### src/design/rle8_bitmap_decoder_defines.svh
// assertion macros for the rle8 bitmap decoder
// used by the top level only, no other dependencies
`ifndef RLE8_BITMAP_DECODER_DEFINES_SVH
`define RLE8_BITMAP_DECODER_DEFINES_SVH

// same-cycle implication, disabled during reset
`define RLE8_ASSERT_NOW(label, clk, rst, ante, cons, msg) \
  label: assert property (@(posedge clk) disable iff (rst) (ante) |-> (cons)) \
    else $error(msg);

// next-cycle implication, disabled during reset
`define RLE8_ASSERT_NEXT(label, clk, rst, ante, cons, msg) \
  label: assert property (@(posedge clk) disable iff (rst) (ante) |=> (cons)) \
    else $error(msg);

`endif

### src/design/rle8_pkg.sv
// shared types and constants for the rle8 bitmap decoder
// no dependencies
`default_nettype none

package rle8_pkg;

  localparam int COORD_BITS_DEF = 16;
  localparam int ADDR_BITS_DEF  = 24;

  localparam int DIM_W       = 12;
  localparam int LEN_W       = 24;
  localparam int PIX_ADDR_W  = 24;
  localparam int REGION_W    = 16;
  localparam int CFG_INDEX_W = 2;
  localparam int CFG_DATA_W  = 24;

  localparam logic [CFG_INDEX_W-1:0] REG_FRAME_WIDTH   = 2'd0;
  localparam logic [CFG_INDEX_W-1:0] REG_FRAME_HEIGHT  = 2'd1;
  localparam logic [CFG_INDEX_W-1:0] REG_STREAM_LENGTH = 2'd2;

  localparam logic [1:0] KIND_FILL    = 2'd0;
  localparam logic [1:0] KIND_LITERAL = 2'd1;
  localparam logic [1:0] KIND_END     = 2'd2;

  localparam logic [7:0] CODE_LINE_END  = 8'h00;
  localparam logic [7:0] CODE_IMAGE_END = 8'h01;
  localparam logic [7:0] CODE_REGION    = 8'h02;
  localparam logic [7:0] CODE_SKIP      = 8'h03;

  localparam logic [LEN_W-1:0] SHORT_STREAM = 24'd2;

  typedef struct packed {
    logic [7:0] data_byte;
    logic       first_byte;
  } item_t;

  typedef struct packed {
    logic [1:0]            kind;
    logic [PIX_ADDR_W-1:0] pixel_address;
    logic [7:0]            run_length;
    logic [7:0]            colour_index;
    logic                  region_flag;
    logic [REGION_W-1:0]   region_row;
    logic [REGION_W-1:0]   region_column;
    logic                  out_of_frame;
  } result_t;

  typedef struct packed {
    logic [DIM_W-1:0] frame_width;
    logic [DIM_W-1:0] frame_height;
    logic [LEN_W-1:0] stream_length;
  } cfg_t;

  // parser to address stage, coordinates travel beside it
  typedef struct packed {
    logic                valid;
    logic [1:0]          kind;
    logic [7:0]          run_length;
    logic [7:0]          colour_index;
    logic                region_flag;
    logic [REGION_W-1:0] region_row;
    logic [REGION_W-1:0] region_column;
  } cmd_t;

endpackage

`default_nettype wire

### src/design/rle8_bitmap_decoder.sv
// rle8 bitmap decoder: one compressed byte per item, at most one result per item
// a result is registered in cmd, p_cmd and result after its byte is accepted
// one item per cycle unless stalled; row times width multiplier has its own stage
// a one-entry skid buffer on the input keeps item_stall registered
// rst is synchronous: parser state, config registers and pipeline valids clear
// at once, no clearing pass
`default_nettype none
`include "rle8_bitmap_decoder_defines.svh"

module rle8_bitmap_decoder #(
  parameter int COORD_BITS = rle8_pkg::COORD_BITS_DEF,
  parameter int ADDR_BITS  = rle8_pkg::ADDR_BITS_DEF
) (
  input  wire logic                             clk,
  input  wire logic                             rst,
  input  wire logic                             item_valid,
  output logic                                  item_stall,
  input  wire rle8_pkg::item_t                  item,
  output logic                                  result_valid,
  input  wire logic                             result_stall,
  output rle8_pkg::result_t                     result,
  input  wire logic                             cfg_write,
  input  wire logic [rle8_pkg::CFG_INDEX_W-1:0] cfg_index,
  input  wire logic [rle8_pkg::CFG_DATA_W-1:0]  cfg_data
);
  import rle8_pkg::*;

  cfg_t                  cfg;
  logic                  skid_valid;
  item_t                 skid_item;
  logic                  advance;
  logic                  src_valid;
  item_t                 src;
  cmd_t                  cmd;
  logic [COORD_BITS-1:0] cmd_row;
  logic [COORD_BITS-1:0] cmd_column;
  logic [COORD_BITS:0]   cmd_column_end;

  always_ff @(posedge clk) begin
    if (rst) begin
      cfg <= '0;
    end else if (cfg_write) begin
      case (cfg_index)
        REG_FRAME_WIDTH:   cfg.frame_width   <= cfg_data[DIM_W-1:0];
        REG_FRAME_HEIGHT:  cfg.frame_height  <= cfg_data[DIM_W-1:0];
        REG_STREAM_LENGTH: cfg.stream_length <= cfg_data[LEN_W-1:0];
        default: ;
      endcase
    end
  end

  assign advance    = !(result_valid && result_stall);
  assign item_stall = skid_valid;
  assign src_valid  = skid_valid || item_valid;
  assign src        = skid_valid ? skid_item : item;

  always_ff @(posedge clk) begin
    if (rst) begin
      skid_valid <= 1'b0;
    end else if (skid_valid) begin
      if (advance) begin
        skid_valid <= 1'b0;
      end
    end else if (item_valid && !advance) begin
      skid_valid <= 1'b1;
    end
  end

  always_ff @(posedge clk) begin
    if (!skid_valid && item_valid && !advance) begin
      skid_item <= item;
    end
  end

  rle8_parse #(
    .COORD_BITS(COORD_BITS)
  ) u_parse (
    .clk           (clk),
    .rst           (rst),
    .advance       (advance),
    .src_valid     (src_valid),
    .src           (src),
    .cfg           (cfg),
    .cmd           (cmd),
    .cmd_row       (cmd_row),
    .cmd_column    (cmd_column),
    .cmd_column_end(cmd_column_end)
  );

  rle8_addr #(
    .COORD_BITS(COORD_BITS),
    .ADDR_BITS (ADDR_BITS)
  ) u_addr (
    .clk           (clk),
    .rst           (rst),
    .advance       (advance),
    .cfg           (cfg),
    .cmd           (cmd),
    .cmd_row       (cmd_row),
    .cmd_column    (cmd_column),
    .cmd_column_end(cmd_column_end),
    .result_valid  (result_valid),
    .result        (result)
  );

  `RLE8_ASSERT_NEXT(a_skid_holds, clk, rst, skid_valid && !advance, skid_valid && $stable(skid_item), "skid item lost while pipeline stalled")
  `RLE8_ASSERT_NOW(a_end_clean, clk, rst, result_valid && result.kind == KIND_END, result.pixel_address == '0 && result.run_length == '0 && !result.out_of_frame, "end of image result carries data")
  `RLE8_ASSERT_NOW(a_literal_single, clk, rst, result_valid && result.kind == KIND_LITERAL, result.run_length == 8'd1 && !result.region_flag, "literal pixel with bad length or region")
  `RLE8_ASSERT_NOW(a_fill_nonzero, clk, rst, result_valid && result.kind == KIND_FILL, result.run_length != '0, "fill run of zero length")

endmodule

`default_nettype wire

### src/design/rle8_parse.sv
// byte parser: phase state, row and column tracking, command register
// depends on rle8_pkg
`default_nettype none

module rle8_parse #(
  parameter int COORD_BITS = rle8_pkg::COORD_BITS_DEF
) (
  input  wire logic                  clk,
  input  wire logic                  rst,
  input  wire logic                  advance,
  input  wire logic                  src_valid,
  input  wire rle8_pkg::item_t       src,
  input  wire rle8_pkg::cfg_t        cfg,
  output rle8_pkg::cmd_t             cmd,
  output logic [COORD_BITS-1:0]      cmd_row,
  output logic [COORD_BITS-1:0]      cmd_column,
  output logic [COORD_BITS:0]        cmd_column_end
);
  import rle8_pkg::*;

  localparam int CMP_W = COORD_BITS > DIM_W ? COORD_BITS : DIM_W;
  localparam int RGN_EXT_W = COORD_BITS > REGION_W ? COORD_BITS : REGION_W;

  localparam logic [3:0] PH_HDR0    = 4'd0;
  localparam logic [3:0] PH_HDR1    = 4'd1;
  localparam logic [3:0] PH_OP      = 4'd2;
  localparam logic [3:0] PH_COLOUR  = 4'd3;
  localparam logic [3:0] PH_ESC     = 4'd4;
  localparam logic [3:0] PH_XSKIP   = 4'd5;
  localparam logic [3:0] PH_YSKIP   = 4'd6;
  localparam logic [3:0] PH_LITERAL = 4'd7;
  localparam logic [3:0] PH_PAD     = 4'd8;

  logic [3:0]            phase;
  logic [COORD_BITS-1:0] row;
  logic [COORD_BITS-1:0] column;
  logic [7:0]            held_count;
  logic [7:0]            literal_remaining;
  logic                  region_pending;
  logic [COORD_BITS-1:0] region_start_row;
  logic [COORD_BITS-1:0] region_start_column;
  logic                  offset_parity;
  logic                  image_done;

  logic [3:0]            base_phase;
  logic [COORD_BITS-1:0] base_row;
  logic [COORD_BITS-1:0] base_column;
  logic [7:0]            base_held;
  logic [7:0]            base_literal;
  logic                  base_region;
  logic [COORD_BITS-1:0] base_region_row;
  logic [COORD_BITS-1:0] base_region_column;
  logic                  base_parity;
  logic                  base_done;

  logic [3:0]            phase_next;
  logic [COORD_BITS-1:0] row_next;
  logic [COORD_BITS-1:0] column_next;
  logic [7:0]            held_count_next;
  logic [7:0]            literal_remaining_next;
  logic                  region_pending_next;
  logic [COORD_BITS-1:0] region_start_row_next;
  logic [COORD_BITS-1:0] region_start_column_next;
  logic                  offset_parity_next;
  logic                  image_done_next;

  logic [7:0]            b;
  logic                  fire;
  logic                  active;
  logic                  do_control;
  logic [COORD_BITS-1:0] row_inc;
  logic [7:0]            literal_dec;
  logic                  emit;
  logic                  finish;
  logic [1:0]            e_kind;
  logic [7:0]            e_len;
  logic [7:0]            e_colour;
  logic                  e_region;
  logic [RGN_EXT_W-1:0]  rgn_row_ext;
  logic [RGN_EXT_W-1:0]  rgn_col_ext;
  cmd_t                  cmd_next;

  assign b    = src.data_byte;
  assign fire = advance && src_valid;

  always_comb begin
    if (src.first_byte) begin
      base_phase         = PH_HDR0;
      base_row           = '0;
      base_column        = '0;
      base_held          = '0;
      base_literal       = '0;
      base_region        = 1'b0;
      base_region_row    = '0;
      base_region_column = '0;
      base_parity        = 1'b0;
      base_done          = 1'b0;
    end else begin
      base_phase         = phase;
      base_row           = row;
      base_column        = column;
      base_held          = held_count;
      base_literal       = literal_remaining;
      base_region        = region_pending;
      base_region_row    = region_start_row;
      base_region_column = region_start_column;
      base_parity        = offset_parity;
      base_done          = image_done;
    end
  end

  always_comb begin
    phase_next               = base_phase;
    row_next                 = base_row;
    column_next              = base_column;
    held_count_next          = base_held;
    literal_remaining_next   = base_literal;
    region_pending_next      = base_region;
    region_start_row_next    = base_region_row;
    region_start_column_next = base_region_column;
    offset_parity_next       = base_parity;
    image_done_next          = base_done;

    emit       = 1'b0;
    finish     = 1'b0;
    do_control = 1'b0;
    e_kind     = KIND_FILL;
    e_len      = '0;
    e_colour   = '0;
    e_region   = 1'b0;

    row_inc     = base_row + 1'b1;
    literal_dec = base_literal - 8'd1;
    active      = !(cfg.stream_length <= SHORT_STREAM) && !base_done;

    if (active) begin
      offset_parity_next = !base_parity;
      case (base_phase)
        PH_HDR0: begin
          if (cfg.frame_height == '0) begin
            finish = 1'b1;
          end else if (b == CODE_LINE_END) begin
            phase_next = PH_HDR1;
          end else begin
            held_count_next = b;
            phase_next      = PH_COLOUR;
          end
        end
        PH_HDR1: begin
          if (b == CODE_LINE_END) begin
            phase_next = PH_OP;
          end else begin
            do_control = 1'b1;
          end
        end
        PH_OP: begin
          if (b == CODE_LINE_END) begin
            phase_next = PH_ESC;
          end else begin
            held_count_next = b;
            phase_next      = PH_COLOUR;
          end
        end
        PH_COLOUR: begin
          emit                = 1'b1;
          e_kind              = KIND_FILL;
          e_len               = base_held;
          e_colour            = b;
          e_region            = base_region;
          region_pending_next = 1'b0;
          column_next         = base_column + COORD_BITS'(base_held);
          phase_next          = PH_OP;
        end
        PH_ESC: begin
          do_control = 1'b1;
        end
        PH_XSKIP: begin
          column_next = base_column + COORD_BITS'(b);
          phase_next  = PH_YSKIP;
        end
        PH_YSKIP: begin
          row_next   = base_row + COORD_BITS'(b);
          phase_next = PH_OP;
        end
        PH_LITERAL: begin
          emit                   = 1'b1;
          e_kind                 = KIND_LITERAL;
          e_len                  = 8'd1;
          e_colour               = b;
          column_next            = base_column + 1'b1;
          literal_remaining_next = literal_dec;
          if (literal_dec == '0) begin
            phase_next = base_parity ? PH_OP : PH_PAD;
          end
        end
        default: begin
          phase_next = PH_OP;
        end
      endcase

      if (do_control) begin
        phase_next = PH_OP;
        case (b)
          CODE_LINE_END: begin
            row_next            = row_inc;
            column_next         = '0;
            region_pending_next = 1'b0;
            if (CMP_W'(row_inc) >= CMP_W'(cfg.frame_height)) begin
              finish = 1'b1;
            end
          end
          CODE_IMAGE_END: begin
            finish = 1'b1;
          end
          CODE_REGION: begin
            region_pending_next      = 1'b1;
            region_start_row_next    = base_row;
            region_start_column_next = base_column;
          end
          CODE_SKIP: begin
            phase_next = PH_XSKIP;
          end
          default: begin
            literal_remaining_next = b;
            phase_next             = PH_LITERAL;
          end
        endcase
      end

      if (finish) begin
        image_done_next = 1'b1;
        emit            = 1'b1;
        e_kind          = KIND_END;
      end
    end
  end

  assign rgn_row_ext = RGN_EXT_W'(base_region_row);
  assign rgn_col_ext = RGN_EXT_W'(base_region_column);

  always_comb begin
    cmd_next.valid         = fire && emit;
    cmd_next.kind          = e_kind;
    cmd_next.run_length    = e_len;
    cmd_next.colour_index  = e_colour;
    cmd_next.region_flag   = e_region;
    cmd_next.region_row    = e_region ? rgn_row_ext[REGION_W-1:0] : '0;
    cmd_next.region_column = e_region ? rgn_col_ext[REGION_W-1:0] : '0;
  end

  always_ff @(posedge clk) begin
    if (rst) begin
      phase               <= PH_HDR0;
      row                 <= '0;
      column              <= '0;
      held_count          <= '0;
      literal_remaining   <= '0;
      region_pending      <= 1'b0;
      region_start_row    <= '0;
      region_start_column <= '0;
      offset_parity       <= 1'b0;
      image_done          <= 1'b0;
    end else if (fire) begin
      phase               <= phase_next;
      row                 <= row_next;
      column              <= column_next;
      held_count          <= held_count_next;
      literal_remaining   <= literal_remaining_next;
      region_pending      <= region_pending_next;
      region_start_row    <= region_start_row_next;
      region_start_column <= region_start_column_next;
      offset_parity       <= offset_parity_next;
      image_done          <= image_done_next;
    end
  end

  always_ff @(posedge clk) begin
    if (rst) begin
      cmd <= '0;
    end else if (advance) begin
      cmd <= cmd_next;
    end
  end

  always_ff @(posedge clk) begin
    if (advance) begin
      cmd_row        <= base_row;
      cmd_column     <= base_column;
      cmd_column_end <= {1'b0, base_column} + (COORD_BITS + 1)'(e_len);
    end
  end

endmodule

`default_nettype wire

### src/design/rle8_addr.sv
// address stage: row times width product, then address and frame bound check
// depends on rle8_pkg
`default_nettype none

module rle8_addr #(
  parameter int COORD_BITS = rle8_pkg::COORD_BITS_DEF,
  parameter int ADDR_BITS  = rle8_pkg::ADDR_BITS_DEF
) (
  input  wire logic                  clk,
  input  wire logic                  rst,
  input  wire logic                  advance,
  input  wire rle8_pkg::cfg_t        cfg,
  input  wire rle8_pkg::cmd_t        cmd,
  input  wire logic [COORD_BITS-1:0] cmd_row,
  input  wire logic [COORD_BITS-1:0] cmd_column,
  input  wire logic [COORD_BITS:0]   cmd_column_end,
  output logic                       result_valid,
  output rle8_pkg::result_t          result
);
  import rle8_pkg::*;

  localparam int PROD_W = COORD_BITS + DIM_W;
  localparam int SUM_W  = (COORD_BITS + DIM_W + 1) > PIX_ADDR_W ?
                          (COORD_BITS + DIM_W + 1) : PIX_ADDR_W;
  localparam int KEEP_W = ADDR_BITS < SUM_W ? ADDR_BITS : SUM_W;
  localparam logic [SUM_W-1:0] ADDR_MASK = {SUM_W{1'b1}} >> (SUM_W - KEEP_W);

  cmd_t                  p_cmd;
  logic [PROD_W-1:0]     p_prod;
  logic [COORD_BITS-1:0] p_column;
  logic [COORD_BITS:0]   p_column_end;
  logic [2*DIM_W-1:0]    area;

  logic [SUM_W-1:0]      addr_full;
  logic [SUM_W-1:0]      end_full;
  logic [SUM_W-1:0]      addr_keep;
  result_t               result_next;

  // width and height must only move while idle (unenforced): area is registered
  always_ff @(posedge clk) begin
    area <= cfg.frame_width * cfg.frame_height;
  end

  always_ff @(posedge clk) begin
    if (rst) begin
      p_cmd <= '0;
    end else if (advance) begin
      p_cmd <= cmd;
    end
  end

  always_ff @(posedge clk) begin
    if (advance) begin
      p_prod       <= PROD_W'(cmd_row) * PROD_W'(cfg.frame_width);
      p_column     <= cmd_column;
      p_column_end <= cmd_column_end;
    end
  end

  assign addr_full = SUM_W'(p_prod) + SUM_W'(p_column);
  assign end_full  = SUM_W'(p_prod) + SUM_W'(p_column_end);
  assign addr_keep = addr_full & ADDR_MASK;

  always_comb begin
    result_next = '0;
    result_next.kind = p_cmd.kind;
    if (p_cmd.kind != KIND_END) begin
      result_next.pixel_address = addr_keep[PIX_ADDR_W-1:0];
      result_next.run_length    = p_cmd.run_length;
      result_next.colour_index  = p_cmd.colour_index;
      result_next.region_flag   = p_cmd.region_flag;
      result_next.region_row    = p_cmd.region_row;
      result_next.region_column = p_cmd.region_column;
      result_next.out_of_frame  = end_full > SUM_W'(area);
    end
  end

  always_ff @(posedge clk) begin
    if (rst) begin
      result_valid <= 1'b0;
    end else if (advance) begin
      result_valid <= p_cmd.valid;
    end
  end

  always_ff @(posedge clk) begin
    if (advance) begin
      result <= result_next;
    end
  end

endmodule

`default_nettype wire
### config.mk
export PLATFORM = sky130hd
export DESIGN_NAME = rle8_bitmap_decoder
export DESIGN_NICKNAME = d
export VERILOG_FILES = /design/src/design/rle8_pkg.sv /design/src/design/rle8_bitmap_decoder.sv /design/src/design/rle8_parse.sv /design/src/design/rle8_addr.sv
export VERILOG_INCLUDE_DIRS = /design/src /design/src/design
export SDC_FILE = /design/constraint.sdc
export NUM_CORES = 2
export LEC_CHECK = 0
export BUFFER_PORTS_ARGS = -buffer_cell sky130_fd_sc_hd__buf_4
export CAP_MARGIN = 10
export CORE_AREA = 4 4 257 259
export DETAILED_ROUTE_END_ITERATION = 8
export DIE_AREA = 0 0 261 263
export PLACE_DENSITY = 0.66
export SYNTH_ARGS = -nofsm -noshare
export SYNTH_HDL_FRONTEND = slang
export SYNTH_SLANG_ARGS = --single-unit
export TNS_END_PERCENT = 30
### constraint.sdc
create_clock -name clk -period 10.66 [get_ports clk]
set_input_delay 2.132 -clock clk [delete_from_list [all_inputs] [get_ports clk]]
set_output_delay 2.132 -clock clk [all_outputs]
set_load 0.01 [all_outputs]
==> run_results.csv <==
group,metric,value,unit
setup_path,cp_cell_sequence,"buf_4 -> nand2_1 -> fa_1 -> inv_1 -> fa_1 -> fa_1 -> fa_1 -> inv_1 -> fa_1 -> inv_1 -> ha_1 -> a21oi_1 -> o21ai_0 -> o21ai_0 -> a31oi_1 -> nor4_1 -> o211ai_1 -> a31o_2 -> a21oi_1 -> xnor2_1",
synth,synth_cell_types,90,
timing,rsz0062_at_grt,"false",
synth,synth_mux_area_share,1.30,%
synth,synth_top_family_by_area,"adder cells",
finish,nets,3964,
drt,vias,23600,
power,p_leak,16.0,nW
synth,yosysTopAreaCell,"edfxtp_1",
synth,postSynthAreaPerCell,9.25,um2
timing,worst_pin_slew,1.20,ns
clocking,clk_latency,0.62,ns
clocking,postCtsSetupBuffers,0,
synth,synth_top_area_share,18.5,%
grt,antenna_found_initial,0,
drt,wl,77.3,mm
place,gp_congestion,0.905,
synth,syn_area,31700,um2
clocking,cts_tree,"built",
clocking,cts_inserted_buffers,51,
synth,syn-num-nets,3934,
drt,drt_pass1_iterations,6,
synth,synth-xor-area-share,3.01,%
grt,grt_pass1_wl,127,mm
synth,synthFlopType,"dfxtp_1",
floorplanning,fp-row-count,93,
drt,antenna_left,0,
timing,maxSlewHeadroom,19.8,%
status,status,"finished, final reports clean",
floorplanning,die_y,263,um
grt,grt_pass1_vias,23800,
setup_path,crit_start,"cfg[39]",
synth,synth_cells,3425,
floorplanning,die_w,261,um
clocking,clk_root_buffer_cell,"clkbuf_16",
setup_path,r2r_start,"cfg[39]",
setup_path,slowest_stage,"dfxtp_1",
timing,hold_viol,0,
clocking,path_clk_slew,0.06,ns
setup_path,crit_type,"register to register",
drt,drc_errors,0,
finish,syn2layout_area_growth,10.6,%
setup_path,crit_top_cell,"fa_1",
synth,ys.warnings.count,0,
clocking,cts.sinks,460,
clocking,clk_path_buf_depth,3,
synth,async_flop_share,0,%
grt,grt_overflow_total,0,
place,portBuffers,117,
setup_path,timing.rr.end,"u_addr.p_prod[27]",
setup_path,required,10.98,ns
synth,synth.ff_latch_count,460,
synth,synth_fa_ha_area_share,24.3,%
clocking,cts_hold_buf,0,
setup_path,critPathMaxStageDelay,0.60,ns
setup_path,cp-end-kind,"register",
synth,yosysSeqAreaShare,35.2,%
floorplanning,pin_count,118,
setup_path,rr_worst_depth,20,
finish,drive_gt1_share,7.75,%
drt,avgRoutedWirePerCell,17.7,um
synth,synth_edf_count,195,
floorplanning,core,63900,um2
timing,fin_tns_setup,0,ns
drt,drt_iter0_markers,1690,
setup_path,rrSetupSlack,4.51,ns
synth,synth.area.top_cells,"edfxtp_1, dfxtp_1, fa_1",
synth,yosys.area_share.simple,16.7,%
timing,slew_violations,0,
timing,fin_crit_sh,57.7,%
grt,grtUsageTotal,22.8,%
setup_path,endpoint,"u_addr.p_prod[27]",
synth,synth_compound_area_share,12.2,%
grt,grt_max_degree,98,
floorplanning,fp.dieArea,68600,um2
power,ir_worst_vdd,0.000123,V
place,dp_hpwl,56.4,mm
setup_path,start_kind,"register",
clocking,htreeDepth,2,
run,drv_cap,0,
power,powerDensity,119,nW/um2
min_path,hold_class,"register to register",
floorplanning,start_util,49.6,%
power,power,4.16,mW
clocking,cts_resized,0,
timing,fin_skew,0.0460,ns
timing,fin_crit,6.15,ns
drt,vias_per_cell,5.43,
timing,max_clock_freq,163,MHz
timing,setup_violations,0,
setup_path,cp.arrival,6.47,ns
setup_path,cp_max_fo,18,
## cell families (layout without fill, tap and decap cells)
| group | after synthesis | after routing |
|---|---|---|
| AOI/OAI and AO/OA | 591 | 591 |
| buffers and inverters | 604 | 677 |
| adders and majority gates | 469 | 469 |
| muxes | 41 | 41 |
| other | 0 | 1 |
| DFF | 460 | 460 |
| xor gates and xnor gates | 109 | 109 |
| and+or+nand+nor | 1151 | 1151 |
## per-stage QoR
stage,utilization (%),instance area (um2),hold slack (ns),cells,setup WS (ns)
final,54.9,35100,0.416,4354,4.51
after global routing,54.9,35000,0.420,4353,4.06
after CTS,54.9,35000,0.415,4352,4.55
after detailed placement,52.0,33200,0.405,4256,4.19
after global placement,52.0,33200,0.402,4256,4.24
after floorplan,-,31700,0.400,3425,0.757
## worst min-delay path by stage
stage	startpoint	to	slack, ns	cells past startpoint
floorplan	u_parse.cmd_column[0]	u_addr.p_column[0]	0.40	0
global placement	u_parse.cmd_column[6]	u_addr.p_column[6]	0.40	0
detailed placement	u_parse.cmd_column[6]	u_addr.p_column[6]	0.40	0
CTS	u_parse.cmd_column[6]	u_addr.p_column[6]	0.41	0
global route	u_parse.cmd_column_end[6]	u_addr.p_column_end[6]	0.42	0
finish	u_parse.cmd_column[6]	u_addr.p_column[6]	0.42	0
## area by class of cell
cell class	instances	area [um2]
well taps	855	1070
fillers	5753	28800
multi-input cells	2361	18300
repair buffers	148	1110
inverters	433	1630
clock buffers	71	1450
diodes	1	2.50
flip-flops and latches	460	11200
clock inverters	25	349
## per-layer routing
| metal | wire length (um) | part of all wire, % | GRT usage, % | up-vias |
|---|---|---|---|---|
| met4 | 2150 | 2.8 | 6.32 | 0 |
| met5 | 0 | 0 | 0 | - |
| met2 | 36100 | 47 | 37.1 | 651 |
| met3 | 4350 | 5.6 | 3.29 | 132 |
| met1 | 34700 | 45 | 32.0 | 11500 |
| li1 | - | - | - | 11400 |
## worst max-delay path, delay by kind of cell, from the launching register on
kind                     cells  cell delay [ns]
adder cells (fa/ha/maj)      6             2.92
buffers and inverters        4             0.50
XOR/XNOR                     1             0.08
AO/OA/AOI/OAI                7             1.29
AND/OR/NAND/NOR              2             0.50
flip-flops                   1             0.60
## sequential cells by signal, indices dropped and copies added (netlist names), 9 cells and up
| signal | cells |
|---|---|
| u_addr.area | 24 |
| u_addr.p_column | 16 |
| u_addr.p_column_end | 17 |
| u_parse.cmd_column_end | 17 |
| u_parse.region_start_column | 16 |
| u_parse.cmd_column | 16 |
| cfg | 48 |
| u_parse.cmd | 52 |
| u_parse.region_start_row | 16 |
| u_addr.result | 76 |
| u_parse.row | 16 |
| u_parse.column | 16 |
| u_addr.p_cmd | 52 |
| u_parse.cmd_row | 16 |
| u_addr.p_prod | 28 |
| skid_item | 9 |
## layout by cell type (no fill, tap or decap), types with 13 or more instances in the layout
| master | n |
|---|---|
| nand2_1 | 502 |
| inv_1 | 430 |
| dfxtp_1 | 265 |
| nor2_1 | 246 |
| fa_1 | 245 |
| ha_1 | 224 |
| a21oi_1 | 205 |
| and2_1 | 195 |
| edfxtp_1 | 195 |
| buf_4 | 146 |
| o21ai_0 | 91 |
| a22oi_1 | 84 |
| xnor2_1 | 72 |
| clkbuf_16 | 53 |
| nand3_1 | 39 |
| mux2i_1 | 38 |
| xor2_1 | 37 |
| a21o_1 | 34 |
| nor3_1 | 34 |
| o21a_1 | 20 |
| nand4_1 | 20 |
| and3_1 | 19 |
| a211oi_1 | 16 |
| nor4_1 | 15 |
| nand2b_1 | 15 |
| o211ai_1 | 14 |
| or3_1 | 13 |
## report_power, final
group / internal, mW / switching [mW]
logic: 0.135 / 0.237
clock network: 1.11 / 0.750
registers: 1.88 / 0.0534
## cell usage after synthesis, types with 15 or more instances
library cell / count
nand2_1: 502
inv_1: 431
dfxtp_1: 265
nor2_1: 248
fa_1: 245
ha_1: 224
a21oi_1: 205
and2_1: 196
edfxtp_1: 195
clkbuf_1: 147
o21ai_0: 92
a22oi_1: 84
xnor2_1: 72
mux2i_1: 39
nand3_1: 39
xor2_1: 37
a21o_1: 34
nor3_1: 34
nand4_1: 20
o21a_1: 20
and3_1: 19
a211oi_1: 16
buf_2: 16
nand2b_1: 16
nor4_1: 15
Note: power is estimated with default switching activity, not from simulation.
